===== config.mk =====
export PLATFORM = sky130hd
export DESIGN_NAME = nmxh_ctrl
export DESIGN_NICKNAME = d
export VERILOG_FILES = /design/src/nmxh_pkg.sv /design/src/nmxh_ctrl.sv
export SDC_FILE = /design/constraint.sdc
export NUM_CORES = 1
export LEC_CHECK = 0
export BUFFER_PORTS_ARGS = -buffer_cell sky130_fd_sc_hd__buf_2
export CORE_MARGIN = 5
export CORE_UTILIZATION = 55
export DETAILED_ROUTE_END_ITERATION = 7
export PLACE_DENSITY = 0.84
export SLEW_MARGIN = 20
export SYNTH_ARGS = -nofsm -noshare
export SYNTH_HDL_FRONTEND = slang
export SYNTH_SLANG_ARGS = --single-unit

===== constraint.sdc =====
create_clock -name clk -period 2.1 [get_ports clk]
set_input_delay 0 -clock clk [delete_from_list [all_inputs] [get_ports clk]]
set_output_delay 0 -clock clk [all_outputs]
set_load 0.01 [all_outputs]

===== src/nmxh_pkg.sv =====
// Shared constants, codes and control structs for the n-gram multiply/xor hasher.
`default_nettype none
package nmxh_pkg;

  localparam int NMXH_HEADS = 2;

  localparam int TOKEN_W    = 32;
  localparam int MULT_W     = 64;
  localparam int PAD_W      = 32;
  localparam int MOD_W      = 32;
  localparam int HIST_W     = 33;
  localparam int BUCKET_W   = 32;
  localparam int MIX_W      = 64;
  localparam int HALF_W     = 32;
  localparam int CFG_IDX_W  = 3;
  localparam int CFG_DATA_W = 64;
  localparam int BIT_CNT_W  = 6;
  localparam int OUT_DATA_W = 4 * BUCKET_W;

  // configuration register indexes
  localparam logic [CFG_IDX_W-1:0] REG_MULT_CUR  = 3'd0;
  localparam logic [CFG_IDX_W-1:0] REG_MULT_PREV = 3'd1;
  localparam logic [CFG_IDX_W-1:0] REG_MULT_PRV2 = 3'd2;
  localparam logic [CFG_IDX_W-1:0] REG_PAD_TOKEN = 3'd3;
  localparam logic [CFG_IDX_W-1:0] REG_BI_MOD_A  = 3'd4;
  localparam logic [CFG_IDX_W-1:0] REG_BI_MOD_B  = 3'd5;
  localparam logic [CFG_IDX_W-1:0] REG_TRI_MOD_A = 3'd6;
  localparam logic [CFG_IDX_W-1:0] REG_TRI_MOD_B = 3'd7;

  // multiply operand: which token feeds the shared 32x32 multiplier
  localparam logic [1:0] OPND_TOKEN = 2'd0;
  localparam logic [1:0] OPND_HIST1 = 2'd1;
  localparam logic [1:0] OPND_HIST2 = 2'd2;

  // partial product: lo*lo, lo*hi, hi*lo (hi*hi drops out mod 2^64)
  localparam logic [1:0] PART_LL = 2'd0;
  localparam logic [1:0] PART_LH = 2'd1;
  localparam logic [1:0] PART_HL = 2'd2;

  // remainder being computed
  localparam logic [1:0] SEL_BI_A  = 2'd0;
  localparam logic [1:0] SEL_BI_B  = 2'd1;
  localparam logic [1:0] SEL_TRI_A = 2'd2;
  localparam logic [1:0] SEL_TRI_B = 2'd3;

  typedef struct packed {
    logic       load;
    logic       mul_issue;
    logic [1:0] mul_opnd;
    logic [1:0] mul_part;
    logic       div_start;
    logic       div_step;
    logic       div_fin;
    logic [1:0] div_sel;
    logic       out_load;
  } nmxh_cmd_t;

  typedef struct packed {
    logic out_free;
  } nmxh_stat_t;

endpackage
`default_nettype wire


===== src/nmxh_ctrl.sv =====
// Controller: sequences the partial products, the remainders and the output load.
`default_nettype none
module nmxh_ctrl #(
  parameter int HEADS = nmxh_pkg::NMXH_HEADS
) (
  input  wire logic                 clk,
  input  wire logic                 rst,
  input  wire logic                 s_tvalid,
  output logic                      s_tready,
  input  wire nmxh_pkg::nmxh_stat_t stat,
  output nmxh_pkg::nmxh_cmd_t       cmd
);
  import nmxh_pkg::*;

  localparam logic [2:0] ST_IDLE      = 3'd0;
  localparam logic [2:0] ST_MUL       = 3'd1;
  localparam logic [2:0] ST_MUL_WAIT  = 3'd2;
  localparam logic [2:0] ST_DIV_START = 3'd3;
  localparam logic [2:0] ST_DIV_RUN   = 3'd4;
  localparam logic [2:0] ST_DIV_FIN   = 3'd5;
  localparam logic [2:0] ST_DONE      = 3'd6;

  // one head: only the head-zero remainders are computed
  localparam logic [1:0] LAST_SEL = (HEADS >= 2) ? SEL_TRI_B : SEL_TRI_A;
  localparam logic [1:0] SEL_INC  = (HEADS >= 2) ? 2'd1 : 2'd2;

  logic [2:0]           state, state_next;
  logic [1:0]           opnd, opnd_next;
  logic [1:0]           part, part_next;
  logic [1:0]           sel, sel_next;
  logic [BIT_CNT_W-1:0] bit_cnt, bit_cnt_next;

  always_ff @(posedge clk) begin
    if (rst) begin
      state   <= ST_IDLE;
      opnd    <= OPND_TOKEN;
      part    <= PART_LL;
      sel     <= SEL_BI_A;
      bit_cnt <= '0;
    end else begin
      state   <= state_next;
      opnd    <= opnd_next;
      part    <= part_next;
      sel     <= sel_next;
      bit_cnt <= bit_cnt_next;
    end
  end

  always_comb begin
    state_next    = state;
    opnd_next     = opnd;
    part_next     = part;
    sel_next      = sel;
    bit_cnt_next  = bit_cnt;
    s_tready      = 1'b0;
    cmd           = '0;
    cmd.mul_opnd  = opnd;
    cmd.mul_part  = part;
    cmd.div_sel   = sel;
    unique case (state)
      ST_IDLE: begin
        s_tready = 1'b1;
        if (s_tvalid) begin
          cmd.load   = 1'b1;
          opnd_next  = OPND_TOKEN;
          part_next  = PART_LL;
          state_next = ST_MUL;
        end
      end
      ST_MUL: begin
        cmd.mul_issue = 1'b1;
        if (part == PART_HL) begin
          part_next = PART_LL;
          if (opnd == OPND_HIST2) state_next = ST_MUL_WAIT;
          else                    opnd_next  = opnd + 2'd1;
        end else begin
          part_next = part + 2'd1;
        end
      end
      ST_MUL_WAIT: begin
        sel_next   = SEL_BI_A;
        state_next = ST_DIV_START;
      end
      ST_DIV_START: begin
        cmd.div_start = 1'b1;
        bit_cnt_next  = '0;
        state_next    = ST_DIV_RUN;
      end
      ST_DIV_RUN: begin
        cmd.div_step = 1'b1;
        bit_cnt_next = bit_cnt + BIT_CNT_W'(1);
        if (bit_cnt == '1) state_next = ST_DIV_FIN;
      end
      ST_DIV_FIN: begin
        cmd.div_fin = 1'b1;
        if (sel == LAST_SEL) begin
          state_next = ST_DONE;
        end else begin
          sel_next   = sel + SEL_INC;
          state_next = ST_DIV_START;
        end
      end
      ST_DONE: begin
        if (stat.out_free) begin
          cmd.out_load = 1'b1;
          state_next   = ST_IDLE;
        end
      end
      default: state_next = ST_IDLE;
    endcase
  end

endmodule
`default_nettype wire


==> results.md <==
- The run finished with clean final reports.
- The reg-to-reg setup timing slack is 0.46 ns.
- Detailed placement finished with a half-perimeter wire length of 1.29 mm.
- After the last flow step, the layout net total stands at 128.
- The clock tree buffer depth is 2.
- The nature of the critical path endpoint is a flop.
- The number of DRC violations after detailed-routing iteration 0 is 25.
- The number of buffer cells added on primary ports is 16.
- The dominant cell type by area after synthesis is sky130_fd_sc_hd__dfxtp_1.
- Setup repair after global routing left no endpoint under its margin.
- At the pin with the least slew margin, the transition time is 0.552 ns.
- The number of cells produced by synthesis is 106.
- The worst register-to-register path begins at state[2]$_SDFFE_PP0P_.
- The worst-case hold path end point is bit_cnt[0]$_SDFFE_PP0P_.
- The launch point of the worst hold path is rst.
- The minimum clock period is 1.64 ns.
- TritonCTS built the clock tree.
- The number of warnings printed during yosys synthesis is 0.
- The register bit count reported by yosys is 15.
- The number of hold violations in the final report is 0.
- For this run, the leading register cell type out of synthesis is sky130_fd_sc_hd__dfxtp_1.
- The endpoint of the most critical register-to-register path is bit_cnt[4]$_SDFFE_PP0P_.
- Measured along the y axis, the die boundary spans 49.7 um.
- The number of global-route vias before repair was 725.
- Counting flops with an async set or reset pin after synthesis yields a share of 0.
- For this configuration, the core starts out at a cell density of 0.576.
- The type of element launching the critical path is a flop.
- The leakage power of the design is 0.000392 uW.
- At the worst endpoint, the arrival time is 1.81 ns.
- The first global-routing pass estimated 3.08 mm of wire.
- VDD sags by at most 0.450 mV.
- For this design the top-level I/O count stands at 17.
- By area the synthesized netlist is led by sky130_fd_sc_hd__dfxtp_1 (35%), sky130_fd_sc_hd__nor2_1 (7.3%), sky130_fd_sc_hd__a21oi_1 (6.9%).
- Timing analysis after detailed placement gives a worst setup slack of 0.526 ns.
- The share of the Yosys chip area taken by registers is 0.346.
- The count of fill cells added during filler insertion is 141.
- In the finished design, the share of the clock period the worst path needs comes to 0.780.
- Before antenna repair, the detailed router went through 4 iterations.
- The row count is 14.
- The critical path in this run is classified as reg -> reg.
- The synthesized area divided by synthesized cell count is 8.19 sq um.
- Yosys mapped a number of flops with a built-in enable equal to 0.
- Routability-driven placement finished with a final weighted congestion of 0.815.
- The share of synthesized area in the top cell type comes to 0.346.
- The via count is 830.
- The largest net degree at the start of global routing is 19.
- The total number of H-tree levels is 1.
- After detailed routing, the number of vias per cell comes to 6.10.
- The synthesized net count is 113.
- The path category of the worst min-delay check is in -> reg.
- In the routed design, unresolved DRC markers number 0.
- Of the cells placed in the final design, the portion with a size suffix greater than 1 is 0.208.
- Counting instances in the post-synthesis netlist gives the leading cell types as sky130_fd_sc_hd__nor2_1 (17), sky130_fd_sc_hd__dfxtp_1 (15), sky130_fd_sc_hd__a21oi_1 (12), sky130_fd_sc_hd__o21ai_0 (7), sky130_fd_sc_hd__inv_1 (5).
- Clock tree synthesis selected as its root buffer the cell sky130_fd_sc_hd__clkbuf_4.
- The detail-routed net length per standard cell is 13.4 um.
- The highest fanout seen on the critical path is 14.
- Yosys mapped the design onto 31 distinct sky130hd cell types.
- The number of antenna violations at the first check in global routing is 0.
- The clock latency at the later pin of the worst-skew pair is 0.29 ns.
- The multi-input combinational cells in the finished layout cover a total of 508 sq um.
- The number of instances on the worst hold path is 2.
- The reported max-cap violation count is 0.
- Once the clock tree was built, the setup fixing pass inserted 0 buffers.
- Summed over all layers, the global routing overflow is 0.
- The area growth from synthesis to layout is 9.94%.
- Clock tree synthesis found a total of 15 sinks.
- The area of the mapped netlist is 868 sq um.
- Clock tree synthesis inserted a total of 3 buffers.
- Setup violations remaining at the end of the flow were counted as 0.
- The timing-limited maximum frequency is 611 MHz.
- The final-report max-slew violation count was 0.
- Buffers inserted to repair hold after CTS numbered 0.
- The total negative setup slack is 0 ns.
- The maximum clock skew at final layout is 0.00725 ns.
- Clock-pin slew was measured on the worst setup and hold paths at 0.10 ns.
- The normalized max-slew margin is 0.632.
- The register area is 300 sq um.
- The width of the chip is 49.7 um.
- The die outline area is 2470 sq um.
- The detail route stage leaves a number of antenna-violating nets equal to 0.
- In this run the power density over the cells is 553 nW/um^2.
- In the post-synthesis netlist, the cell with the most instances is sky130_fd_sc_hd__nor2_1.
- The total wirelength of the detailed-routed design is 1.82 mm.
- The number of gates resized after CTS is 0.
- The placeable core region is 1510 sq um.
- The worst register-to-register path has a depth of 4.
- In the global route stage, overall resource usage came out at 0.154.
- The repair_antennas step left the layout with diodes totalling 0.
- Data on the critical path is required at its endpoint by 2.27 ns.
- Setup slack on the critical path of the routed design comes to 0.463 ns.
[flip-flops by register name, indices dropped and copies added, names as in the netlist]
register and cells:
part 2, bit_cnt 6, state 3, sel 2, opnd 2
[cell type report]
| cell class | count | area share |
|---|---|---|
| sequential | 15 | 0.315 |
| timing repair buffer | 16 | 0.0839 |
| clock inverter | 1 | 0.00524 |
| clock buffer | 3 | 0.0236 |
| inverter | 5 | 0.0197 |
| tap | 16 | 0.0210 |
| multi-input combinational | 80 | 0.532 |
[placed cells by master (no fill, tap or decap), drive strengths merged, types with 4 or more instances in the layout]
| cell type | n |
|---|---|
| buf | 16 |
| nor2 | 18 |
| o21ai | 7 |
| a21oi | 12 |
| a211oi | 4 |
| dfxtp | 15 |
| inv | 5 |
| nand2 | 4 |
| mux2i | 4 |
[report_power, final]
group	switching, uW	internal, uW
Combinational	31.2	24.2
Clock	98.4	70.9
Sequential	14.3	289
Total	144	384
[cells by family (layout without fill, tap and decap cells)]
group	count (synthesis)	after routing	share of synthesized area
adders and majority gates	3	3	0.0432
and+or+nand+nor	45	45	0.293
muxes	4	4	0.0461
DFF	15	15	0.346
AOI/OAI and AO/OA	28	28	0.203
buffers and inverters	11	25	0.0692
[routing by layer]
metal,global-route usage,part of all wire,vias to the layer above
li1,-,-,407
met1,0.189,0.42,398
met2,0.263,0.53,23
met3,0.0181,0.041,2
met4,0.0742,0.0077,0
met5,0,0,-
[worst max-delay path, cell delays in order (launching register included)]
cell                       delay, ns
sky130_fd_sc_hd__dfxtp_1        0.57
sky130_fd_sc_hd__nor3b_4        0.54
sky130_fd_sc_hd__nor2_2         0.13
sky130_fd_sc_hd__a21oi_1        0.19
sky130_fd_sc_hd__a211oi_2       0.09
[how the worst max path moves through the flow]
stage,end,slack [ns],from,cells past startpoint
floorplan,opnd[1]$_SDFFE_PP0P_,0.65,opnd[0]$_SDFFE_PP0P_,6
global placement,bit_cnt[5]$_SDFFE_PP0P_,0.58,state[2]$_SDFFE_PP0P_,4
detailed placement,opnd[1]$_SDFFE_PP0P_,0.53,opnd[0]$_SDFFE_PP0P_,6
CTS,cmd[4],0.51,state[2]$_SDFFE_PP0P_,2
global route,bit_cnt[4]$_SDFFE_PP0P_,0.35,state[2]$_SDFFE_PP0P_,4
finish,bit_cnt[4]$_SDFFE_PP0P_,0.46,state[2]$_SDFFE_PP0P_,4
[per-stage QoR]
step	utilization	std cells	power, uW	cell area [sq um]	hold WS, ns
floorplan	-	106	345	868	0.0728
global placement	0.615	132	363	927	0.327
detailed placement	0.615	132	365	927	0.328
CTS	0.634	136	531	955	0.0611
global route	0.634	136	553	955	0.0697
finish	0.634	136	528	955	0.0622
No activity file was read; power rests on OpenSTA's default activity.
