`config.mk`:
```
export PLATFORM = sky130hd
export DESIGN_NAME = nmxh_dp
export DESIGN_NICKNAME = d
export VERILOG_FILES = /design/src/nmxh_pkg.sv /design/src/nmxh_dp.sv
export SDC_FILE = /design/constraint.sdc
export NUM_CORES = 2
export LEC_CHECK = 0
export ABC_CLOCK_PERIOD_IN_PS = 14500
export BUFFER_PORTS_ARGS = -buffer_cell sky130_fd_sc_hd__buf_4
export CAP_MARGIN = 30
export CORE_ASPECT_RATIO = 0.75
export CORE_MARGIN = 1.5
export CORE_UTILIZATION = 58
export CTS_CLUSTER_SIZE = 12
export DETAILED_ROUTE_END_ITERATION = 7
export PLACE_DENSITY_LB_ADDON = 0.25
export SLEW_MARGIN = 25
export SYNTH_ARGS = -nofsm -noshare
export SYNTH_HDL_FRONTEND = slang
export SYNTH_SLANG_ARGS = --single-unit
```
`constraint.sdc`:
```
create_clock -name clk -period 14.5 [get_ports clk]
set_clock_uncertainty 0.15 [all_clocks]
set_input_delay 1.45 -clock clk [delete_from_list [all_inputs] [get_ports clk]]
set_output_delay 1.45 -clock clk [all_outputs]
set_load 0.05 [all_outputs]
```
`src/nmxh_pkg.sv`:
```
// Shared constants, codes and control structs for the n-gram multiply/xor hasher.
`default_nettype none
package nmxh_pkg;

  localparam int NMXH_HEADS = 2;

  localparam int TOKEN_W    = 32;
  localparam int MULT_W     = 64;
  localparam int PAD_W      = 32;
  localparam int MOD_W      = 32;
  localparam int HIST_W     = 33;
  localparam int BUCKET_W   = 32;
  localparam int MIX_W      = 64;
  localparam int HALF_W     = 32;
  localparam int CFG_IDX_W  = 3;
  localparam int CFG_DATA_W = 64;
  localparam int BIT_CNT_W  = 6;
  localparam int OUT_DATA_W = 4 * BUCKET_W;

  // configuration register indexes
  localparam logic [CFG_IDX_W-1:0] REG_MULT_CUR  = 3'd0;
  localparam logic [CFG_IDX_W-1:0] REG_MULT_PREV = 3'd1;
  localparam logic [CFG_IDX_W-1:0] REG_MULT_PRV2 = 3'd2;
  localparam logic [CFG_IDX_W-1:0] REG_PAD_TOKEN = 3'd3;
  localparam logic [CFG_IDX_W-1:0] REG_BI_MOD_A  = 3'd4;
  localparam logic [CFG_IDX_W-1:0] REG_BI_MOD_B  = 3'd5;
  localparam logic [CFG_IDX_W-1:0] REG_TRI_MOD_A = 3'd6;
  localparam logic [CFG_IDX_W-1:0] REG_TRI_MOD_B = 3'd7;

  // multiply operand: which token feeds the shared 32x32 multiplier
  localparam logic [1:0] OPND_TOKEN = 2'd0;
  localparam logic [1:0] OPND_HIST1 = 2'd1;
  localparam logic [1:0] OPND_HIST2 = 2'd2;

  // partial product: lo*lo, lo*hi, hi*lo (hi*hi drops out mod 2^64)
  localparam logic [1:0] PART_LL = 2'd0;
  localparam logic [1:0] PART_LH = 2'd1;
  localparam logic [1:0] PART_HL = 2'd2;

  // remainder being computed
  localparam logic [1:0] SEL_BI_A  = 2'd0;
  localparam logic [1:0] SEL_BI_B  = 2'd1;
  localparam logic [1:0] SEL_TRI_A = 2'd2;
  localparam logic [1:0] SEL_TRI_B = 2'd3;

  typedef struct packed {
    logic       load;
    logic       mul_issue;
    logic [1:0] mul_opnd;
    logic [1:0] mul_part;
    logic       div_start;
    logic       div_step;
    logic       div_fin;
    logic [1:0] div_sel;
    logic       out_load;
  } nmxh_cmd_t;

  typedef struct packed {
    logic out_free;
  } nmxh_stat_t;

endpackage
`default_nettype wire

```
`src/nmxh_dp.sv`:
```
// Datapath: config registers, history, shared multiplier, serial divider, output register.
`default_nettype none
module nmxh_dp (
  input  wire logic                            clk,
  input  wire logic                            rst,
  input  wire logic                            cfg_we,
  input  wire logic [nmxh_pkg::CFG_IDX_W-1:0]  cfg_index,
  input  wire logic [nmxh_pkg::CFG_DATA_W-1:0] cfg_data,
  input  wire logic [nmxh_pkg::TOKEN_W-1:0]    s_tdata,
  input  wire logic                            s_tuser,
  input  wire logic                            m_tready,
  output logic                                 m_tvalid,
  output logic [nmxh_pkg::OUT_DATA_W-1:0]      m_tdata,
  input  wire nmxh_pkg::nmxh_cmd_t             cmd,
  output nmxh_pkg::nmxh_stat_t                 stat
);
  import nmxh_pkg::*;

  logic [MULT_W-1:0]   mult_cur, mult_prev, mult_prv2;
  logic [PAD_W-1:0]    pad_token;
  logic [MOD_W-1:0]    bi_mod_a, bi_mod_b, tri_mod_a, tri_mod_b;

  logic [HIST_W-1:0]   hist_one, hist_two;
  logic [HIST_W-1:0]   pad_hist, h1_use, h2_use;
  logic [TOKEN_W-1:0]  op_tok;
  logic [HIST_W-1:0]   op_h1, op_h2;

  logic [HALF_W-1:0]   a_lo, a_hi, mul_x, mul_y;
  logic [MULT_W-1:0]   mul_m;
  logic [MIX_W-1:0]    prod, acc, sum_next, mix2, mix3;
  logic                pipe_valid;
  logic [1:0]          pipe_opnd, pipe_part;

  logic [MOD_W-1:0]    div_mod;
  logic [MIX_W-1:0]    div_mix, quo;
  logic                neg;
  logic [MOD_W-1:0]    rem, rem_next, rem_fixed;
  logic [MOD_W:0]      r_sh, r_sub;

  logic [BUCKET_W-1:0] bi_a, bi_b, tri_a, tri_b;

  // configuration
  always_ff @(posedge clk) begin
    if (rst) begin
      mult_cur  <= '0;
      mult_prev <= '0;
      mult_prv2 <= '0;
      pad_token <= '0;
      bi_mod_a  <= MOD_W'(1);
      bi_mod_b  <= MOD_W'(1);
      tri_mod_a <= MOD_W'(1);
      tri_mod_b <= MOD_W'(1);
    end else if (cfg_we) begin
      unique case (cfg_index)
        REG_MULT_CUR:  mult_cur  <= cfg_data;
        REG_MULT_PREV: mult_prev <= cfg_data;
        REG_MULT_PRV2: mult_prv2 <= cfg_data;
        REG_PAD_TOKEN: pad_token <= cfg_data[PAD_W-1:0];
        REG_BI_MOD_A:  bi_mod_a  <= cfg_data[MOD_W-1:0];
        REG_BI_MOD_B:  bi_mod_b  <= cfg_data[MOD_W-1:0];
        REG_TRI_MOD_A: tri_mod_a <= cfg_data[MOD_W-1:0];
        REG_TRI_MOD_B: tri_mod_b <= cfg_data[MOD_W-1:0];
        default: ;
      endcase
    end
  end

  // history: the operands are latched and the history shifted at accept
  assign pad_hist = {pad_token[PAD_W-1], pad_token};
  assign h1_use   = s_tuser ? pad_hist : hist_one;
  assign h2_use   = s_tuser ? pad_hist : hist_two;

  always_ff @(posedge clk) begin
    if (rst) begin
      hist_one <= '0;
      hist_two <= '0;
    end else if (cmd.load) begin
      hist_one <= {1'b0, s_tdata};
      hist_two <= h1_use;
    end
  end

  always_ff @(posedge clk) begin
    if (cmd.load) begin
      op_tok <= s_tdata;
      op_h1  <= h1_use;
      op_h2  <= h2_use;
    end
  end

  // operand selection for the shared multiplier
  always_comb begin
    case (cmd.mul_opnd)
      OPND_TOKEN: begin
        a_lo  = op_tok;
        a_hi  = '0;
        mul_m = mult_cur;
      end
      OPND_HIST1: begin
        a_lo  = op_h1[HALF_W-1:0];
        a_hi  = {HALF_W{op_h1[HIST_W-1]}};
        mul_m = mult_prev;
      end
      default: begin
        a_lo  = op_h2[HALF_W-1:0];
        a_hi  = {HALF_W{op_h2[HIST_W-1]}};
        mul_m = mult_prv2;
      end
    endcase
    case (cmd.mul_part)
      PART_LL: begin
        mul_x = a_lo;
        mul_y = mul_m[HALF_W-1:0];
      end
      PART_LH: begin
        mul_x = a_lo;
        mul_y = mul_m[MULT_W-1:HALF_W];
      end
      default: begin
        mul_x = a_hi;
        mul_y = mul_m[HALF_W-1:0];
      end
    endcase
  end

  always_ff @(posedge clk) begin
    prod      <= MIX_W'(mul_x) * MIX_W'(mul_y);
    pipe_opnd <= cmd.mul_opnd;
    pipe_part <= cmd.mul_part;
  end

  always_ff @(posedge clk) begin
    if (rst) pipe_valid <= 1'b0;
    else     pipe_valid <= cmd.mul_issue;
  end

  // cross terms land in the upper half only
  assign sum_next = (pipe_part == PART_LL) ? prod
                  : acc + {prod[HALF_W-1:0], {HALF_W{1'b0}}};

  always_ff @(posedge clk) begin
    if (pipe_valid) begin
      acc <= sum_next;
      if (pipe_part == PART_HL) begin
        case (pipe_opnd)
          OPND_TOKEN: mix2 <= sum_next;
          OPND_HIST1: mix2 <= mix2 ^ sum_next;
          default:    mix3 <= mix2 ^ sum_next;
        endcase
      end
    end
  end

  // restoring divider on the magnitude, one quotient bit a cycle
  always_comb begin
    case (cmd.div_sel)
      SEL_BI_A:  div_mod = bi_mod_a;
      SEL_BI_B:  div_mod = bi_mod_b;
      SEL_TRI_A: div_mod = tri_mod_a;
      default:   div_mod = tri_mod_b;
    endcase
    div_mix   = cmd.div_sel[1] ? mix3 : mix2;
    r_sh      = {rem, quo[MIX_W-1]};
    r_sub     = r_sh - {1'b0, div_mod};
    rem_next  = (r_sh >= {1'b0, div_mod}) ? r_sub[MOD_W-1:0] : r_sh[MOD_W-1:0];
    // floored result for a negative mix
    if (div_mod == '0)           rem_fixed = '0;
    else if (neg && rem != '0)   rem_fixed = div_mod - rem;
    else                         rem_fixed = rem;
  end

  always_ff @(posedge clk) begin
    if (cmd.div_start) begin
      quo <= div_mix[MIX_W-1] ? (~div_mix + MIX_W'(1)) : div_mix;
      neg <= div_mix[MIX_W-1];
      rem <= '0;
    end else if (cmd.div_step) begin
      quo <= {quo[MIX_W-2:0], 1'b0};
      rem <= rem_next;
    end
  end

  always_ff @(posedge clk) begin
    if (cmd.load) begin
      bi_a  <= '0;
      bi_b  <= '0;
      tri_a <= '0;
      tri_b <= '0;
    end else if (cmd.div_fin) begin
      case (cmd.div_sel)
        SEL_BI_A:  bi_a  <= rem_fixed;
        SEL_BI_B:  bi_b  <= rem_fixed;
        SEL_TRI_A: tri_a <= rem_fixed;
        default:   tri_b <= rem_fixed;
      endcase
    end
  end

  // output register
  always_ff @(posedge clk) begin
    if (cmd.out_load) m_tdata <= {tri_b, tri_a, bi_b, bi_a};
  end

  always_ff @(posedge clk) begin
    if (rst)               m_tvalid <= 1'b0;
    else if (cmd.out_load) m_tvalid <= 1'b1;
    else if (m_tready)     m_tvalid <= 1'b0;
  end

  assign stat.out_free = !m_tvalid || m_tready;

endmodule
`default_nettype wire

```
==> results.ini <==
[outcome]
result_of_the_run=complete, no violations

[setup_path]
worst_path_dominant_cell_family=adder cells
timing.rr.start=op_h1[32]
critical_path_arrival_ns=11.84
regToRegSetupSlack_ns=4.11
critPathKind=input port to flop
crit_fanout=56
timing.critical_path.from_type=input port
crit_top_cell=fa_1
regToRegEndpoint=prod[60]
path_buf_inv=7
cp_capture_type=flop
cp_slowest_stage_delay_ns=0.71
reg2reg_depth=29
critical-path-slowest-cell=or4b_2
worstPathRequired_ns=14.96

[floorplan]
core_mm2=0.143
design.portCount=246
start_util_pct=58.5
die-area_mm2=0.147
die_width_um=442
floorplan.die.height_um=332
fp-row-count=120

[cts]
clockRootBuffer=clkbuf_16
clock_insertion_delay_worst_skew_ns=0.75
ctsHoldBuffers=0
ctsHtreeMaxLevel=3
cts_resized=0
cts_sinks=1130
worst_setup_hold_path_clk_slew_ns=0.06
tritoncts_buffers=111
cts_post_setup_buffers_inserted=0
clock_tree_from_tritoncts=done
max-clock-path-buffers=3

[sta]
setup_repair_after_global_routing_missed_its_margin=false
max_freq_mhz=87.9
period_minus_slack_ns=11.37
finalCritPeriodShare_pct=78.4
timing_max_transition_violations_final=0
fin_setup_tns_ns=0
hold_viol_final=0
worst_slew_pin_slew_ns=1.12
setup_violations=0
maxSlewHeadroom_pct=25.2

[detailed_routing]
postRouteAntennaNets=0
finalWirelength_mm=265
post_drt_via_cell_ratio=6.01
route.vias.total=65700
drt-pass1-iter-count=6
route.detailed.drc=0
avgRoutedWirePerCell_um=24.3
detailedRoute.firstIterationViolations=7538

[synthesis]
post_synth.cell_area_avg_um2=9.38
synth.top_cell.area_share_pct=21.5
synth_seq_area_share_pct=32.8
syn_area_mm2=0.0838
synth-main-ff-cell=dfxtp_1
async_reset_ff_share_pct=0
synth_top_area_cell=fa_1
synth_fp_nets=10300
post_synth_num_cell_types=96
synth_enable_flop_cells=483
post_synth_inst_count=8930
warnings_synthesis=0
synth.area.top_cells=fa_1 (21%), edfxtp_1 (17%), dfxtp_1 (15%), nand2_1 (6.9%), ha_1 (5.3%)
yosys_register_bits=1130

[finish]
mostFrequentLayoutCells=nand2_1 (1530), inv_1 (1110), nor2_1 (900), fa_1 (899), dfxtp_1 (646)
mostFrequentLayoutCell=nand2_1
fin_area_mm2=0.0911
post_route_cells_drive_above_1_share_pct=9.30
syn2layout_area_growth_pct=8.72
number_of_nets_in_the_layout=10300

[grt]
vias_in_the_first_global_route=65000
grt_antenna_before_repair=11
grt_overflow=0
grt_start_max_net_pins=133
grt_usage_pct=36.1
grt_first_pass_wirelength_mm=401

[placement]
routabilityCongestion=1.01
placement_stage_cell_area_mm2=0.0874
port_buffers=245
dp_hpwl_mm=195

[min_path]
hold_depth=0
min_from=tri_a[23]
min_delay_worst_endpoint=m_tdata[87]
worst_hold_path_type=flop to flop

[flow_run]
timing.max_cap.violations=0

-- state kept, by name, indices dropped and copies added (netlist names), 33 cells and up --
| register | cells |
|---|---|
| mix3 | 64 |
| mix2 | 64 |
| op_h2 | 33 |
| hist_two | 33 |
| mult_prv2 | 64 |
| quo | 64 |
| mult_prev | 64 |
| op_h1 | 33 |
| mult_cur | 64 |
| prod | 64 |
| m_tdata | 128 |
| acc | 64 |
-- layer usage --
metal  vias up  GRT usage (%)  part of all wire [%]
li1      29000              -                     -
met2      3718           52.0                    42
met1     32300           50.1                    40
met4         8           14.8                   4.7
met5         -              0                 0.015
met3       640           12.1                    13
-- how the worst max path moves through the flow --
| stage | endpoint | from | slack, ns | depth (start not counted) |
|---|---|---|---|---|
| CTS | prod[60] | cmd[7] | 3.25 | 30 |
| finish | prod[60] | cmd[6] | 3.13 | 30 |
| detailed placement | prod[60] | cmd[7] | 2.43 | 30 |
| floorplan | prod[60] | cmd[6] | 3.95 | 32 |
| global placement | prod[60] | cmd[6] | 2.43 | 30 |
| global route | prod[60] | cmd[6] | 2.83 | 30 |
-- cells in the mapped netlist, drive strengths merged, types with 8 or more instances --
library cell  instances
o21ai               231
inv                1110
nand3                52
dfxtp               647
nor3                 78
nor3b                18
o211ai               11
mux4                 64
and2                 29
o32ai                 8
nand4                35
a22o                 19
mux2i               169
mux2                129
buf                  63
nor2                907
a311oi               47
nor4                 38
o31ai                45
a21boi                8
xor2                132
nand2b               81
and3                 28
a211oi               36
xnor2               177
or3                  18
o21a                 57
or2                  11
ha                  358
a22oi                17
o21bai               26
a21o                113
nand3b               20
edfxtp              483
a21oi               634
a31oi                28
fa                  899
nand2              1534
clkbuf              448
nor2b                23
-- metrics by stage --
step                cells  hold WS, ns  setup slack, ns  util (%)
floorplan            8930        0.258             3.95         -
global placement    10700        0.261             2.43      61.0
detailed placement  10700        0.265             2.43      61.1
CTS                 10900        0.279             3.25      63.5
global route        10900        0.285             2.83      63.6
finish              10900        0.276             3.13      63.6
-- cell families after synthesis --
kind of cell | after synthesis | synth area share [%]
adder cells (fa/ha/maj) | 1257 | 26.8
buffers and inverters | 1621 | 7.39
AO/OA/AOI/OAI | 1353 | 9.82
AND/OR/NAND/NOR | 2898 | 14.4
XOR/XNOR | 309 | 3.23
multiplexers | 362 | 5.49
flip-flops | 1130 | 32.8
-- worst reg2reg max path: cells and delay by family, from the launching register on --
family          cells  cell delay [ns]
simple gates        2             0.21
fa+ha+maj           9             4.26
mux                 1             0.26
compound gates     10             3.55
flops               1             0.42
buf+inv             7             1.39
-- layout make-up --
class	instances	area [um^2]
clock buffers	174	3140
repair buffers	409	3250
multi-input cells	6179	50400
diodes	2	5.00
fillers	11800	52000
clock inverters	23	313
flip-flops and latches	1130	27500
inverters	1110	4170
well taps	1891	2370
Power is left out: the tool's default activity adds up to more than one toggle a clock period on the data nets, which glitch-free logic cannot reach.
